### src/rtl/rthsl_pkg.sv
// ----------------------------------------------------------------------------
// rthsl_pkg
// Shared widths, constants and types for the rgb to hsl pixel pipeline.
// ----------------------------------------------------------------------------
package rthsl_pkg;

	localparam int PIX_W = 8;
	localparam int SUM_W = PIX_W + 1;
	localparam int HUE_W = 15;
	localparam int SAT_W = 15;
	localparam int QUO_W = 15;
	localparam int DVD_W = PIX_W + QUO_W;

	localparam logic [11:0] HUE_SECTOR = 12'd3840;
	localparam logic [15:0] HUE_FULL = 16'd23040;
	localparam logic [15:0] HUE_GREEN_BASE = 16'd7680;
	localparam logic [15:0] HUE_BLUE_BASE = 16'd15360;
	localparam logic [14:0] SAT_FULL = 15'd25600;
	localparam logic [SUM_W-1:0] HALF_SCALE = 9'd255;
	localparam logic [SUM_W-1:0] SUM_FULL = 9'd510;

	typedef enum logic [1:0] {
		SEL_RED = 2'd0,
		SEL_GREEN = 2'd1,
		SEL_BLUE = 2'd2
	} sel_t;

	typedef struct packed {
		logic [DVD_W-1:0] hue_dvd;
		logic [PIX_W-1:0] hue_dvs;
		logic [DVD_W-1:0] sat_dvd;
		logic [PIX_W-1:0] sat_dvs;
	} div_op_t;

	typedef struct packed {
		sel_t sel;
		logic neg;
		logic zero;
		logic [SUM_W-1:0] sum;
	} side_t;

	typedef struct packed {
		logic [QUO_W-1:0] hue_quo;
		logic [QUO_W-1:0] sat_quo;
		side_t side;
	} div_res_t;

endpackage

### src/rtl/rthsl_front.sv
// ----------------------------------------------------------------------------
// rthsl_front
// Max/min select and channel difference, then gap, sum, denominator and
// scaled dividends for the two divider lanes.
// ----------------------------------------------------------------------------
module rthsl_front (
	input  logic                        clk,
	input  logic                        arst_n,
	input  logic                        en,
	input  logic                        gray,
	input  logic                        in_valid,
	input  logic [rthsl_pkg::PIX_W-1:0] red,
	input  logic [rthsl_pkg::PIX_W-1:0] green,
	input  logic [rthsl_pkg::PIX_W-1:0] blue,
	output logic                        out_valid,
	output rthsl_pkg::div_op_t          op,
	output rthsl_pkg::side_t            side
);

	logic [rthsl_pkg::PIX_W-1:0] r, g, b, mx, mn;
	rthsl_pkg::sel_t             sel;
	logic [rthsl_pkg::PIX_W:0]   d;

	logic                        v_s1;
	logic [rthsl_pkg::PIX_W-1:0] mx_s1, mn_s1;
	rthsl_pkg::sel_t             sel_s1;
	logic [rthsl_pkg::PIX_W:0]   d_s1;

	logic [rthsl_pkg::PIX_W-1:0] gap, den, mag;
	logic [rthsl_pkg::SUM_W-1:0] sum, den_hi;
	logic [rthsl_pkg::PIX_W:0]   d_neg;

	logic                        v_s2;
	rthsl_pkg::div_op_t          op_s2;
	rthsl_pkg::side_t            side_s2;

	// stage 1: extremes and the difference that feeds the hue
	always_comb begin
		r = red;
		g = gray ? red : green;
		b = gray ? red : blue;
		if (r >= g && r >= b) begin
			sel = rthsl_pkg::SEL_RED;
			mx  = r;
			d   = {1'b0, g} - {1'b0, b};
		end else if (g >= b) begin
			sel = rthsl_pkg::SEL_GREEN;
			mx  = g;
			d   = {1'b0, b} - {1'b0, r};
		end else begin
			sel = rthsl_pkg::SEL_BLUE;
			mx  = b;
			d   = {1'b0, r} - {1'b0, g};
		end
		mn = r;
		if (g < mn) begin
			mn = g;
		end
		if (b < mn) begin
			mn = b;
		end
	end

	always_ff @(posedge clk or negedge arst_n) begin
		if (!arst_n) begin
			v_s1 <= 1'b0;
		end else if (en) begin
			v_s1 <= in_valid;
		end
	end

	always_ff @(posedge clk) begin
		if (en) begin
			mx_s1  <= mx;
			mn_s1  <= mn;
			sel_s1 <= sel;
			d_s1   <= d;
		end
	end

	// stage 2: gap, lightness sum, saturation denominator, dividends
	always_comb begin
		gap    = mx_s1 - mn_s1;
		sum    = {1'b0, mx_s1} + {1'b0, mn_s1};
		den_hi = rthsl_pkg::SUM_FULL - sum;
		den    = (sum <= rthsl_pkg::HALF_SCALE) ? sum[rthsl_pkg::PIX_W-1:0]
		                                        : den_hi[rthsl_pkg::PIX_W-1:0];
		d_neg  = -d_s1;
		mag    = d_s1[rthsl_pkg::PIX_W] ? d_neg[rthsl_pkg::PIX_W-1:0]
		                                : d_s1[rthsl_pkg::PIX_W-1:0];
	end

	always_ff @(posedge clk or negedge arst_n) begin
		if (!arst_n) begin
			v_s2 <= 1'b0;
		end else if (en) begin
			v_s2 <= v_s1;
		end
	end

	always_ff @(posedge clk) begin
		if (en) begin
			op_s2.hue_dvd <= rthsl_pkg::DVD_W'(mag) * rthsl_pkg::DVD_W'(rthsl_pkg::HUE_SECTOR);
			op_s2.hue_dvs <= gap;
			op_s2.sat_dvd <= rthsl_pkg::DVD_W'(gap) * rthsl_pkg::DVD_W'(rthsl_pkg::SAT_FULL);
			op_s2.sat_dvs <= den;
			side_s2.sel   <= sel_s1;
			side_s2.neg   <= d_s1[rthsl_pkg::PIX_W];
			side_s2.zero  <= (gap == '0);
			side_s2.sum   <= sum;
		end
	end

	assign out_valid = v_s2;
	assign op        = op_s2;
	assign side      = side_s2;

endmodule

### src/rtl/rthsl_div.sv
// ----------------------------------------------------------------------------
// rthsl_div
// Two restoring divider lanes in lockstep, one quotient bit per stage,
// with the sideband carried alongside.
// ----------------------------------------------------------------------------
module rthsl_div (
	input  logic               clk,
	input  logic               arst_n,
	input  logic               en,
	input  logic               in_valid,
	input  rthsl_pkg::div_op_t op,
	input  rthsl_pkg::side_t   side_in,
	output logic               out_valid,
	output rthsl_pkg::div_res_t res
);

	localparam int NST = rthsl_pkg::QUO_W;
	localparam int PW  = rthsl_pkg::PIX_W;
	localparam int QW  = rthsl_pkg::QUO_W;

	logic [NST-1:0]   vld_s;
	logic [PW-1:0]    hrem_s [NST];
	logic [QW-1:0]    hwk_s  [NST];
	logic [PW-1:0]    hdvs_s [NST];
	logic [PW-1:0]    srem_s [NST];
	logic [QW-1:0]    swk_s  [NST];
	logic [PW-1:0]    sdvs_s [NST];
	rthsl_pkg::side_t side_s [NST];

	function automatic logic [PW+QW-1:0] div_step(
		input logic [PW-1:0] rem,
		input logic [QW-1:0] wk,
		input logic [PW-1:0] dvs
	);
		logic [PW:0] sh;
		logic [PW:0] dif;
		logic        ge;
		sh  = {rem, wk[QW-1]};
		dif = sh - {1'b0, dvs};
		ge  = (sh >= {1'b0, dvs});
		return {(ge ? dif[PW-1:0] : sh[PW-1:0]), wk[QW-2:0], ge};
	endfunction

	always_ff @(posedge clk or negedge arst_n) begin
		if (!arst_n) begin
			vld_s <= '0;
		end else if (en) begin
			vld_s <= {vld_s[NST-2:0], in_valid};
		end
	end

	for (genvar k = 0; k < NST; k++) begin : g_stg
		logic [PW-1:0]    hrem_i, hdvs_i, srem_i, sdvs_i;
		logic [QW-1:0]    hwk_i, swk_i;
		rthsl_pkg::side_t side_i;

		if (k == 0) begin : g_first
			// top dividend bits start as the remainder, already below the divisor
			assign hrem_i = op.hue_dvd[rthsl_pkg::DVD_W-1 -: PW];
			assign hwk_i  = op.hue_dvd[QW-1:0];
			assign hdvs_i = op.hue_dvs;
			assign srem_i = op.sat_dvd[rthsl_pkg::DVD_W-1 -: PW];
			assign swk_i  = op.sat_dvd[QW-1:0];
			assign sdvs_i = op.sat_dvs;
			assign side_i = side_in;
		end else begin : g_next
			assign hrem_i = hrem_s[k-1];
			assign hwk_i  = hwk_s[k-1];
			assign hdvs_i = hdvs_s[k-1];
			assign srem_i = srem_s[k-1];
			assign swk_i  = swk_s[k-1];
			assign sdvs_i = sdvs_s[k-1];
			assign side_i = side_s[k-1];
		end

		always_ff @(posedge clk) begin
			if (en) begin
				{hrem_s[k], hwk_s[k]} <= div_step(hrem_i, hwk_i, hdvs_i);
				{srem_s[k], swk_s[k]} <= div_step(srem_i, swk_i, sdvs_i);
				hdvs_s[k] <= hdvs_i;
				sdvs_s[k] <= sdvs_i;
				side_s[k] <= side_i;
			end
		end
	end

	assign out_valid   = vld_s[NST-1];
	assign res.hue_quo = hwk_s[NST-1];
	assign res.sat_quo = swk_s[NST-1];
	assign res.side    = side_s[NST-1];

	a_rem_below_dvs: assert property (@(posedge clk) disable iff (!arst_n)
		vld_s[NST-1] && !side_s[NST-1].zero |->
			hrem_s[NST-1] < hdvs_s[NST-1] && srem_s[NST-1] < sdvs_s[NST-1])
		else $error("divider remainder not below divisor");

	a_hold_on_stall: assert property (@(posedge clk) disable iff (!arst_n)
		!en |=> $stable(vld_s))
		else $error("divider valid bits moved while frozen");

endmodule

### src/rtl/rthsl_back.sv
// ----------------------------------------------------------------------------
// rthsl_back
// Hue offset and wrap, achromatic override, then output register with a
// skid entry that decouples the output stall from the pipeline.
// ----------------------------------------------------------------------------
module rthsl_back (
	input  logic                        clk,
	input  logic                        arst_n,
	input  logic                        in_valid,
	input  rthsl_pkg::div_res_t         res,
	output logic                        en,
	output logic                        hsl_valid,
	input  logic                        hsl_stall,
	output logic [rthsl_pkg::HUE_W-1:0] hue_q6,
	output logic [rthsl_pkg::SAT_W-1:0] saturation_q8,
	output logic [rthsl_pkg::SUM_W-1:0] lightness_x2
);

	logic [15:0]                 base, quo, hue_w;
	logic [rthsl_pkg::HUE_W-1:0] hue_n;
	logic [rthsl_pkg::SAT_W-1:0] sat_n;

	logic                        out_v_q, skid_v_q;
	logic [rthsl_pkg::HUE_W-1:0] hue_q, skid_hue_q;
	logic [rthsl_pkg::SAT_W-1:0] sat_q, skid_sat_q;
	logic [rthsl_pkg::SUM_W-1:0] lit_q, skid_lit_q;

	always_comb begin
		case (res.side.sel)
			rthsl_pkg::SEL_GREEN: base = rthsl_pkg::HUE_GREEN_BASE;
			rthsl_pkg::SEL_BLUE:  base = rthsl_pkg::HUE_BLUE_BASE;
			default:              base = '0;
		endcase
		quo = 16'(res.hue_quo);
		if (!res.side.neg) begin
			hue_w = base + quo;
		end else if (quo > base) begin
			// negative red sector hue wraps below 360
			hue_w = rthsl_pkg::HUE_FULL + base - quo;
		end else begin
			hue_w = base - quo;
		end
		hue_n = res.side.zero ? '0 : hue_w[rthsl_pkg::HUE_W-1:0];
		sat_n = res.side.zero ? '0 : res.sat_quo;
	end

	assign en = !skid_v_q;

	always_ff @(posedge clk or negedge arst_n) begin
		if (!arst_n) begin
			out_v_q  <= 1'b0;
			skid_v_q <= 1'b0;
		end else begin
			if (!out_v_q || !hsl_stall) begin
				out_v_q <= skid_v_q || in_valid;
			end
			if (out_v_q && hsl_stall && !skid_v_q && in_valid) begin
				skid_v_q <= 1'b1;
			end else if (out_v_q && !hsl_stall) begin
				skid_v_q <= 1'b0;
			end
		end
	end

	always_ff @(posedge clk) begin
		if (!out_v_q || !hsl_stall) begin
			hue_q <= skid_v_q ? skid_hue_q : hue_n;
			sat_q <= skid_v_q ? skid_sat_q : sat_n;
			lit_q <= skid_v_q ? skid_lit_q : res.side.sum;
		end
		if (out_v_q && hsl_stall && !skid_v_q) begin
			skid_hue_q <= hue_n;
			skid_sat_q <= sat_n;
			skid_lit_q <= res.side.sum;
		end
	end

	assign hsl_valid     = out_v_q;
	assign hue_q6        = hue_q;
	assign saturation_q8 = sat_q;
	assign lightness_x2  = lit_q;

	a_skid_implies_out: assert property (@(posedge clk) disable iff (!arst_n)
		skid_v_q |-> out_v_q)
		else $error("skid entry held with empty output register");

	a_skid_fill: assert property (@(posedge clk) disable iff (!arst_n)
		out_v_q && hsl_stall && !skid_v_q && in_valid |=> skid_v_q)
		else $error("transaction dropped on output stall");

	a_out_range: assert property (@(posedge clk) disable iff (!arst_n)
		out_v_q |-> hue_q < rthsl_pkg::HUE_FULL && sat_q <= rthsl_pkg::SAT_FULL)
		else $error("hue or saturation out of range");

endmodule

### src/rtl/rgb_to_hsl_pixel_unit.sv
// ----------------------------------------------------------------------------
// rgb_to_hsl_pixel_unit
// Converts one 8-bit rgb pixel per cycle, unless stalled, into fixed point
// hue, saturation and lightness.
//
// channel  direction  handshake              payload
// pix      in         pix_valid / pix_stall  red, green, blue
// hsl      out        hsl_valid / hsl_stall  hue_q6, saturation_q8, lightness_x2
// cfg      in         cfg_valid / cfg_ready  gray_mode
//
// one pixel accepted per cycle while pix_stall is low
// each of the two divider lanes produces one quotient bit per stage
// reset clears all valid bits, the skid entry and gray_mode
// pix_stall is registered: it rises once the output register and skid
// entry both hold a transaction, and the whole pipeline then holds
// ----------------------------------------------------------------------------
module rgb_to_hsl_pixel_unit (
	input  logic                        clk,
	input  logic                        arst_n,
	input  logic                        pix_valid,
	output logic                        pix_stall,
	input  logic [rthsl_pkg::PIX_W-1:0] red,
	input  logic [rthsl_pkg::PIX_W-1:0] green,
	input  logic [rthsl_pkg::PIX_W-1:0] blue,
	output logic                        hsl_valid,
	input  logic                        hsl_stall,
	output logic [rthsl_pkg::HUE_W-1:0] hue_q6,
	output logic [rthsl_pkg::SAT_W-1:0] saturation_q8,
	output logic [rthsl_pkg::SUM_W-1:0] lightness_x2,
	input  logic                        cfg_valid,
	output logic                        cfg_ready,
	input  logic                        gray_mode
);

	logic                 en;
	logic                 gray_q;
	logic                 front_valid, div_valid;
	rthsl_pkg::div_op_t   op;
	rthsl_pkg::side_t     side;
	rthsl_pkg::div_res_t  res;

	assign cfg_ready = 1'b1;
	assign pix_stall = !en;

	always_ff @(posedge clk or negedge arst_n) begin
		if (!arst_n) begin
			gray_q <= 1'b0;
		end else if (cfg_valid && cfg_ready) begin
			gray_q <= gray_mode;
		end
	end

	rthsl_front u_front (
		.clk       (clk),
		.arst_n    (arst_n),
		.en        (en),
		.gray      (gray_q),
		.in_valid  (pix_valid),
		.red       (red),
		.green     (green),
		.blue      (blue),
		.out_valid (front_valid),
		.op        (op),
		.side      (side)
	);

	rthsl_div u_div (
		.clk       (clk),
		.arst_n    (arst_n),
		.en        (en),
		.in_valid  (front_valid),
		.op        (op),
		.side_in   (side),
		.out_valid (div_valid),
		.res       (res)
	);

	rthsl_back u_back (
		.clk           (clk),
		.arst_n        (arst_n),
		.in_valid      (div_valid),
		.res           (res),
		.en            (en),
		.hsl_valid     (hsl_valid),
		.hsl_stall     (hsl_stall),
		.hue_q6        (hue_q6),
		.saturation_q8 (saturation_q8),
		.lightness_x2  (lightness_x2)
	);

endmodule
### config.mk
export PLATFORM = sky130hd
export DESIGN_NAME = rgb_to_hsl_pixel_unit
export DESIGN_NICKNAME = d
export VERILOG_FILES = /design/src/rtl/rthsl_pkg.sv /design/src/rtl/rthsl_front.sv /design/src/rtl/rthsl_div.sv /design/src/rtl/rthsl_back.sv /design/src/rtl/rgb_to_hsl_pixel_unit.sv
export SDC_FILE = /design/constraint.sdc
export NUM_CORES = 2
export LEC_CHECK = 0
export BUFFER_PORTS_ARGS = -buffer_cell sky130_fd_sc_hd__clkbuf_2
export CAP_MARGIN = 20
export CORE_ASPECT_RATIO = 1.75
export CORE_MARGIN = 2
export CORE_UTILIZATION = 42
export DETAILED_ROUTE_END_ITERATION = 6
export PLACE_DENSITY = 0.57
export SLEW_MARGIN = 20
export SYNTH_ARGS = -nofsm -noshare
export SYNTH_HDL_FRONTEND = slang
export SYNTH_SLANG_ARGS = --single-unit
### constraint.sdc
create_clock -name clk -period 70.8 [get_ports clk]
set_clock_uncertainty 0.2 [all_clocks]
set_input_delay 3.54 -clock clk [delete_from_list [all_inputs] [get_ports clk]]
set_output_delay 3.54 -clock clk [all_outputs]
set_load 0.01 [all_outputs]
# --- Yosys cells after proc, flatten, opt, wreduce, memory -nomap -nowiden ---
# Memories as Yosys holds them, arrays and structs flattened.
# Cells that the tools add are included.
totals:
  n_memories: 3
  output_inout_bits: 42
  ramBits: 435
  reg_bits: 674
op_classes:
  reduce_logical: 12
  muxes: 50
  addsub: 39
  mul: 2
  magnitude_cmp: 37
  eq_ne: 2
memory_table:
  columns: ["name", "depth", "width", "rd", "rd_ports_with_merged_regs", "wr", "line_no", "text"]
  rows:
  - ["u_div.side_s", 15, 13, 15, 0, 15, "rthsl_div.sv:28", "rthsl_pkg::side_t side_s [NST];"]
  - ["u_div.hdvs_s", 15, 8, 14, 0, 15, "rthsl_div.sv:24", "logic [PW-1:0] hdvs_s [NST];"]
  - ["u_div.sdvs_s", 15, 8, 14, 0, 15, "rthsl_div.sv:27", "logic [PW-1:0] sdvs_s [NST];"]
op_table:
  columns: ["op", "n"]
  rows:
  - ["two-way mux 8 bit", 35]
  - [">= comparator 9 x 8 -> 1 bit", 29]
  - ["subtractor 8 bit", 28]
  - ["two-way mux 15 bit", 6]
  - ["case mux 14 bit (2 select lines)", 1]
  - ["two-way mux 9 bit", 3]
  - ["subtractor 8 x 8 -> 9 bit", 3]
  - [">= comparator 8 bit", 3]
  - ["less-than comparator 8 bit", 2]
  - ["adder 14 x 15 -> 15 bit", 1]
  - ["adder 15 x 14 -> 15 bit, first input constant", 1]
  - ["> comparator 15 x 14 -> 1 bit", 1]
  - ["subtractor 14 x 15 -> 15 bit", 1]
  - ["subtractor 15 bit", 1]
  - ["multiplier 8 x 5 -> 13 bit, second input constant", 1]
  - ["multiplier 8 x 4 -> 12 bit, second input constant", 1]
  - ["adder 8 x 8 -> 9 bit", 1]
  - ["less-or-equal comparator 9 x 8 -> 1 bit, second input constant", 1]
  - [">= comparator 6 x 8 -> 1 bit", 1]
  - ["zero test 8 bit", 1]
  - ["negation 8 bit", 1]
  - ["subtractor 6 x 8 -> 8 bit", 1]
  - ["subtractor 8 bit, first input constant", 1]
  - ["two-way mux 6 bit", 1]
  - ["8 further kinds", 17]

# --- Depth between registers and ports, before layout ---
# An unclocked memory read counts as a cell.
logic_depth:
  word_depth: 9
  depth_mapped: 21
  depth_no_buf: 21

# --- Modules after synthesis ---
# A second synthesis with hierarchy kept.
hier_totals:
  cells_unflattened: 4094
  area_unflattened_um2: 57879.3
by_module_without_submodules:
  columns: ["module", "cells_per_inst", "instances", "area_each_um2"]
  rows:
  - ["rthsl_div", 3011, 1, 46390.7]
  - ["rthsl_front", 718, 1, 7009.2]
  - ["rthsl_back", 360, 1, 4424.2]
  - ["rgb_to_hsl_pixel_unit", 5, 1, 55.1]

# --- Worst setup path after synthesis ---
# No wires, ideal clock.
synth_path:
  kind: "register to register"
  startpoint: "reg u_back.skid_v_q"
  endpoint: "reg u_back.hue_q, in the netlist u_back.hue_q6[10] (data pin)"
  required_ns: 70.305
  stages_incl_launch_ff: 5
  synth_period_minus_slack_ns: 30.397
  path_buffers: 2
  t_arrival_ns: 29.902
  path_slack_ns: 40.403
  setup_time_ns: 0.295
  path_cell_list: "dfrtp_1 clkbuf_1 inv_1 clkbuf_1 mux2_2"
synth_via:
  elab_chain_len: 1
synth_lines:
  columns: ["element", "line_no", "text"]
  rows:
  - ["from (decl)", "rthsl_back.sv:23", "logic out_v_q, skid_v_q;"]
  - ["from (signal assigned)", "rthsl_back.sv:52", "skid_v_q <= 1'b0;"]
  - ["from (signal assigned)", "rthsl_back.sv:58", "skid_v_q <= 1'b1;"]
  - ["from (signal assigned)", "rthsl_back.sv:60", "skid_v_q <= 1'b0;"]
  - ["two-way mux 15 bit", "rthsl_back.sv:67", "hue_q <= skid_v_q ? skid_hue_q : hue_n;"]
  - ["to (signal assigned)", "rthsl_back.sv:67", null]
  - ["to (decl)", "rthsl_back.sv:24", "logic [rthsl_pkg::HUE_W-1:0] hue_q, skid_hue_q;"]
# Every way passes these cells.
# A chain may end at the register's enable or synchronous reset.

# --- Worst setup path in the final report ---
layout_path:
  startpoint: "in red[1] (netlist bit)"
  endpoint: "reg u_front.mn_s1[7] (netlist bit) (data pin)"
layout_via:
  elab_chain_len: 5
layout_lines:
  columns: ["element", "line_no", "text"]
  rows:
  - ["from (decl)", "rgb_to_hsl_pixel_unit.sv:22", "input logic [rthsl_pkg::PIX_W-1:0] red,"]
  - ["two-way mux 8 bit", "rthsl_front.sv:40", "g = gray ? red : green;"]
  - ["less-than comparator 8 bit", "rthsl_front.sv:56", "if (g < mn) begin"]
  - ["two-way mux 8 bit", "rthsl_front.sv:56", null]
  - ["less-than comparator 8 bit", "rthsl_front.sv:59", "if (b < mn) begin"]
  - ["two-way mux 8 bit *", "rthsl_front.sv:59", null]
  - ["net u_front.mn (one bit)", "rthsl_front.sv:20", "logic [rthsl_pkg::PIX_W-1:0] r, g, b, mx, mn;"]
  - ["to (signal assigned)", "rthsl_front.sv:75", "mn_s1 <= mn;"]
  - ["to (decl)", "rthsl_front.sv:25", "logic [rthsl_pkg::PIX_W-1:0] mx_s1, mn_s1;"]
# The timed path passes the listed nets; every way through them passes the cells marked *.

==> out/metrics.csv <==
stage;metric;value;unit
critical_path;crit path max fanout;15;
timing;smallest hold slack;0.207;ns
timing;final period utilization;0.0994;
placement;PortBufs;70;
critical_path;highest-delay cell along the critical path;mux2i_1;
logic_synthesis;Yosys reg bits;1051;
logic_synthesis;Yosys top cell by area;edfxtp_1;
final_layout;Fillers;10328;
final_layout;register area;31500;µm²
drt;vias per cell;4.99;
global_route;GRT Total Usage;0.151;
clock_network;cts hold-fix bufs;0;
logic_synthesis;Netlist cell types;63;
logic_synthesis;Synth top area share;0.625;
critical_path;CP max stage delay;0.57;ns
logic_synthesis;Post-Syn Nets;3959;
timing;post-route setup TNS;0;ns
clock_network;clock sinks;1051;
floorplan;Rows;166;
clock_network;Worst-path clk slew;0.06;ns
global_route;largest net degree at the start of global routing;164;
job;MaxCap Viol Count;0;
timing;Slew Limit Fails;0;
clock_network;H-tree Lvls;3;
logic_synthesis;number of flops mapped to enable cells by yosys;1031;
final_layout;area occupied by multi-input gates;16100;µm²
clock_network;CTS Root Buffer Type;clkbuf_16;
logic_synthesis;most common cell in the netlist;edfxtp_1;
critical_path;most used cell, CP;a21oi_1;
drt;antenna viol nets, final;0;
critical_path;crit path cell chain;clkbuf_2 > mux2i_1 > ha_1 > nand2b_1 > a21oi_1 > o31ai_1 > a21oi_1 > buf_4 > o21ai_0 > ha_1 > a21o_1 > a21o_1 > a21oi_1 > o31ai_4 > mux2i_1;
clock_network;post-CTS setup buffers;0;
global_route;vias in the first global route;27895;
global_route;antenna violations before repair;1;
floorplan;die height;458;µm
logic_synthesis;Mapped Area;49500;µm²
floorplan;Die Footprint;121000;µm²
logic_synthesis;Seq/Total Area, Yosys;0.635;
timing;unrepaired setup endpoints after global routing;false;
final_layout;share of layout cells above drive strength 1;0.124;
floorplan;Core Region;117000;µm²
clock_network;CTS tree;yes;
logic_synthesis;Syn Area/Cell;14.1;µm²
floorplan;Die X;264;µm
clock_network;Longest Clk Path Bufs;3;
drt;DRC;0;
drt;drt wl/cell;17.1;µm
placement;pre-CTS setup slack;63.01;ns
worst_hold_path;HP Class;flip-flop to flip-flop;
logic_synthesis;Async S/R FF share, synth;0.0190;
drt;First DRT Iteration DRCs;1303;
critical_path;Worst setup EP type;flip-flop;
global_route;grt ovf;0;
logic_synthesis;yosys warns;0;
placement;Final HPWL DP;65.9;mm
final_layout;Layout Nets;4103;
worst_hold_path;Hold Path Cell Cnt;0;
clock_network;CTS Buf Count;99;
timing;worst-margin pin slew;1.04;ns
status;status;complete, no violations;
global_route;global-route wire length before repair;143;mm
timing;fin worst setup slack;63.76;ns
logic_synthesis;top post-synthesis cells by area;edfxtp_1 (63%), ha_1 (9.0%), mux2_2 (4.0%);
drt;first-pass detailed-route iteration total;5;
final_layout;Area Overhead vs Synth;10.9;%
timing;minimum clock period;7.04;ns
logic_synthesis;Main synth FF type;edfxtp_1;
logic_synthesis;instance count of the mapped netlist;3522;
critical_path;data arrival time of the critical path;7.24;ns
placement;GP Congestion;0.827;
critical_path;CP required;71.00;ns
timing;Max Clock Freq;142;MHz
timing;Slew headroom;0.309;
logic_synthesis;Synth top cells by count;edfxtp_1 (1031), inv_1 (456), ha_1 (358), nor2_1 (210), mux2_2 (174);
drt;final wirelength;90.0;mm
clock_network;# resized after CTS;0;
clock_network;worst skew pair latency;0.69;ns
critical_path;nature of the critical path startpoint;primary input;
timing;final hold violations;0;
critical_path;WS Path Type;primary input to flip-flop;
floorplan;io pins;72;
timing;Setup-failing EPs final;0;
floorplan;initial core utilization;0.424;
critical_path;r2r worst-path depth;6;
drt;Vias;26190;
-- critical path: cells and delay by family --
kind	cells	cell delay [ns]
AOI/OAI and AO/OA	8	1.74
adders and majority gates	2	0.68
buffers and inverters	2	0.38
muxes	2	0.78
and+or+nand+nor	1	0.09
-- flip-flops by register name, summed over array words and instances (netlist names), 30 cells and up --
name	flops
u_div.g_stg.hrem_i	112
u_div.g_stg.hwk_i	126
u_div.g_stg.srem_i	112
u_div.g_stg.swk_i	109
u_div.hdvs_s	106
u_div.res	30
u_div.sdvs_s	98
u_div.side_s	184
u_front.op	37
-- routing by layer --
layer	global-route usage	up-vias	part of all wire
met4	0.0767	0	0.047
met5	0	-	0
met2	0.330	333	0.62
li1	-	12941	-
met3	0.0216	178	0.027
met1	0.124	12738	0.31
-- cells in the final DEF (no fill, tap or decap), types with 16 or more instances in the layout --
cell / instances
or2_2: 21
a21boi_0: 44
fa_1: 49
buf_4: 16
mux2_2: 174
ha_1: 358
clkinv_1: 22
edfxtp_1: 1031
xor2_1: 59
o21a_1: 36
a21oi_1: 121
inv_1: 455
a21o_1: 47
nand2b_1: 43
nand3_1: 25
xnor2_1: 111
clkbuf_1: 18
dfrtp_1: 19
nor2_1: 209
nand4_1: 45
nor2b_1: 89
nand2_1: 118
clkbuf_16: 100
clkbuf_2: 70
o31ai_1: 28
o21ai_0: 163
mux2i_1: 96
-- area by class of cell --
type | instances | area share
clock inverter | 57 | 0.0107
antenna | 1 | 0.0000456
inverter | 456 | 0.0313
sequential | 1051 | 0.573
tap | 1512 | 0.0345
timing repair buffer | 89 | 0.00950
clock buffer | 118 | 0.0468
multi-input combinational | 1969 | 0.294
-- kinds of logic after synthesis --
group / synth area share
compound gates: 0.0698
xor+xnor: 0.0301
fa+ha+maj: 0.110
buf+inv: 0.0390
flops: 0.635
mux: 0.0590
other cells: 0.0000757
simple gates: 0.0566
-- through the flow --
step | utilization | instances | instance area, µm²
finish | 0.470 | 5253 | 54900
global route | 0.470 | 5253 | 54900
CTS | 0.469 | 5252 | 54900
detailed placement | 0.442 | 5077 | 51700
global placement | 0.442 | 5077 | 51700
floorplan | - | 3522 | 49500
-- worst paths after layout --
check / startpoint / to / slack (ns)
max: red[1] / u_front.mn_s1[7]$_DFFE_PN_ / 63.76
min: u_div.g_stg[6].hwk_i[0]$_DFFE_PN_ / u_div.g_stg[7].hwk_i[1]$_DFFE_PN_ / 0.21
max reg2reg: u_back.skid_v_q$_DFFE_PN0P_ / u_div.g_stg[8].swk_i[0]$_DFFE_PN_ / 65.59
min reg2reg: u_div.g_stg[6].hwk_i[0]$_DFFE_PN_ / u_div.g_stg[7].hwk_i[1]$_DFFE_PN_ / 0.21
max in group asynchronous: arst_n / u_back.skid_v_q$_DFFE_PN0P_ / 67.23
min in group asynchronous: arst_n / u_front.v_s1$_DFFE_PN0N_ / 2.68
Power is not shown: default switching activity piles up to over one toggle a cycle in this logic, so the estimate is an artifact.
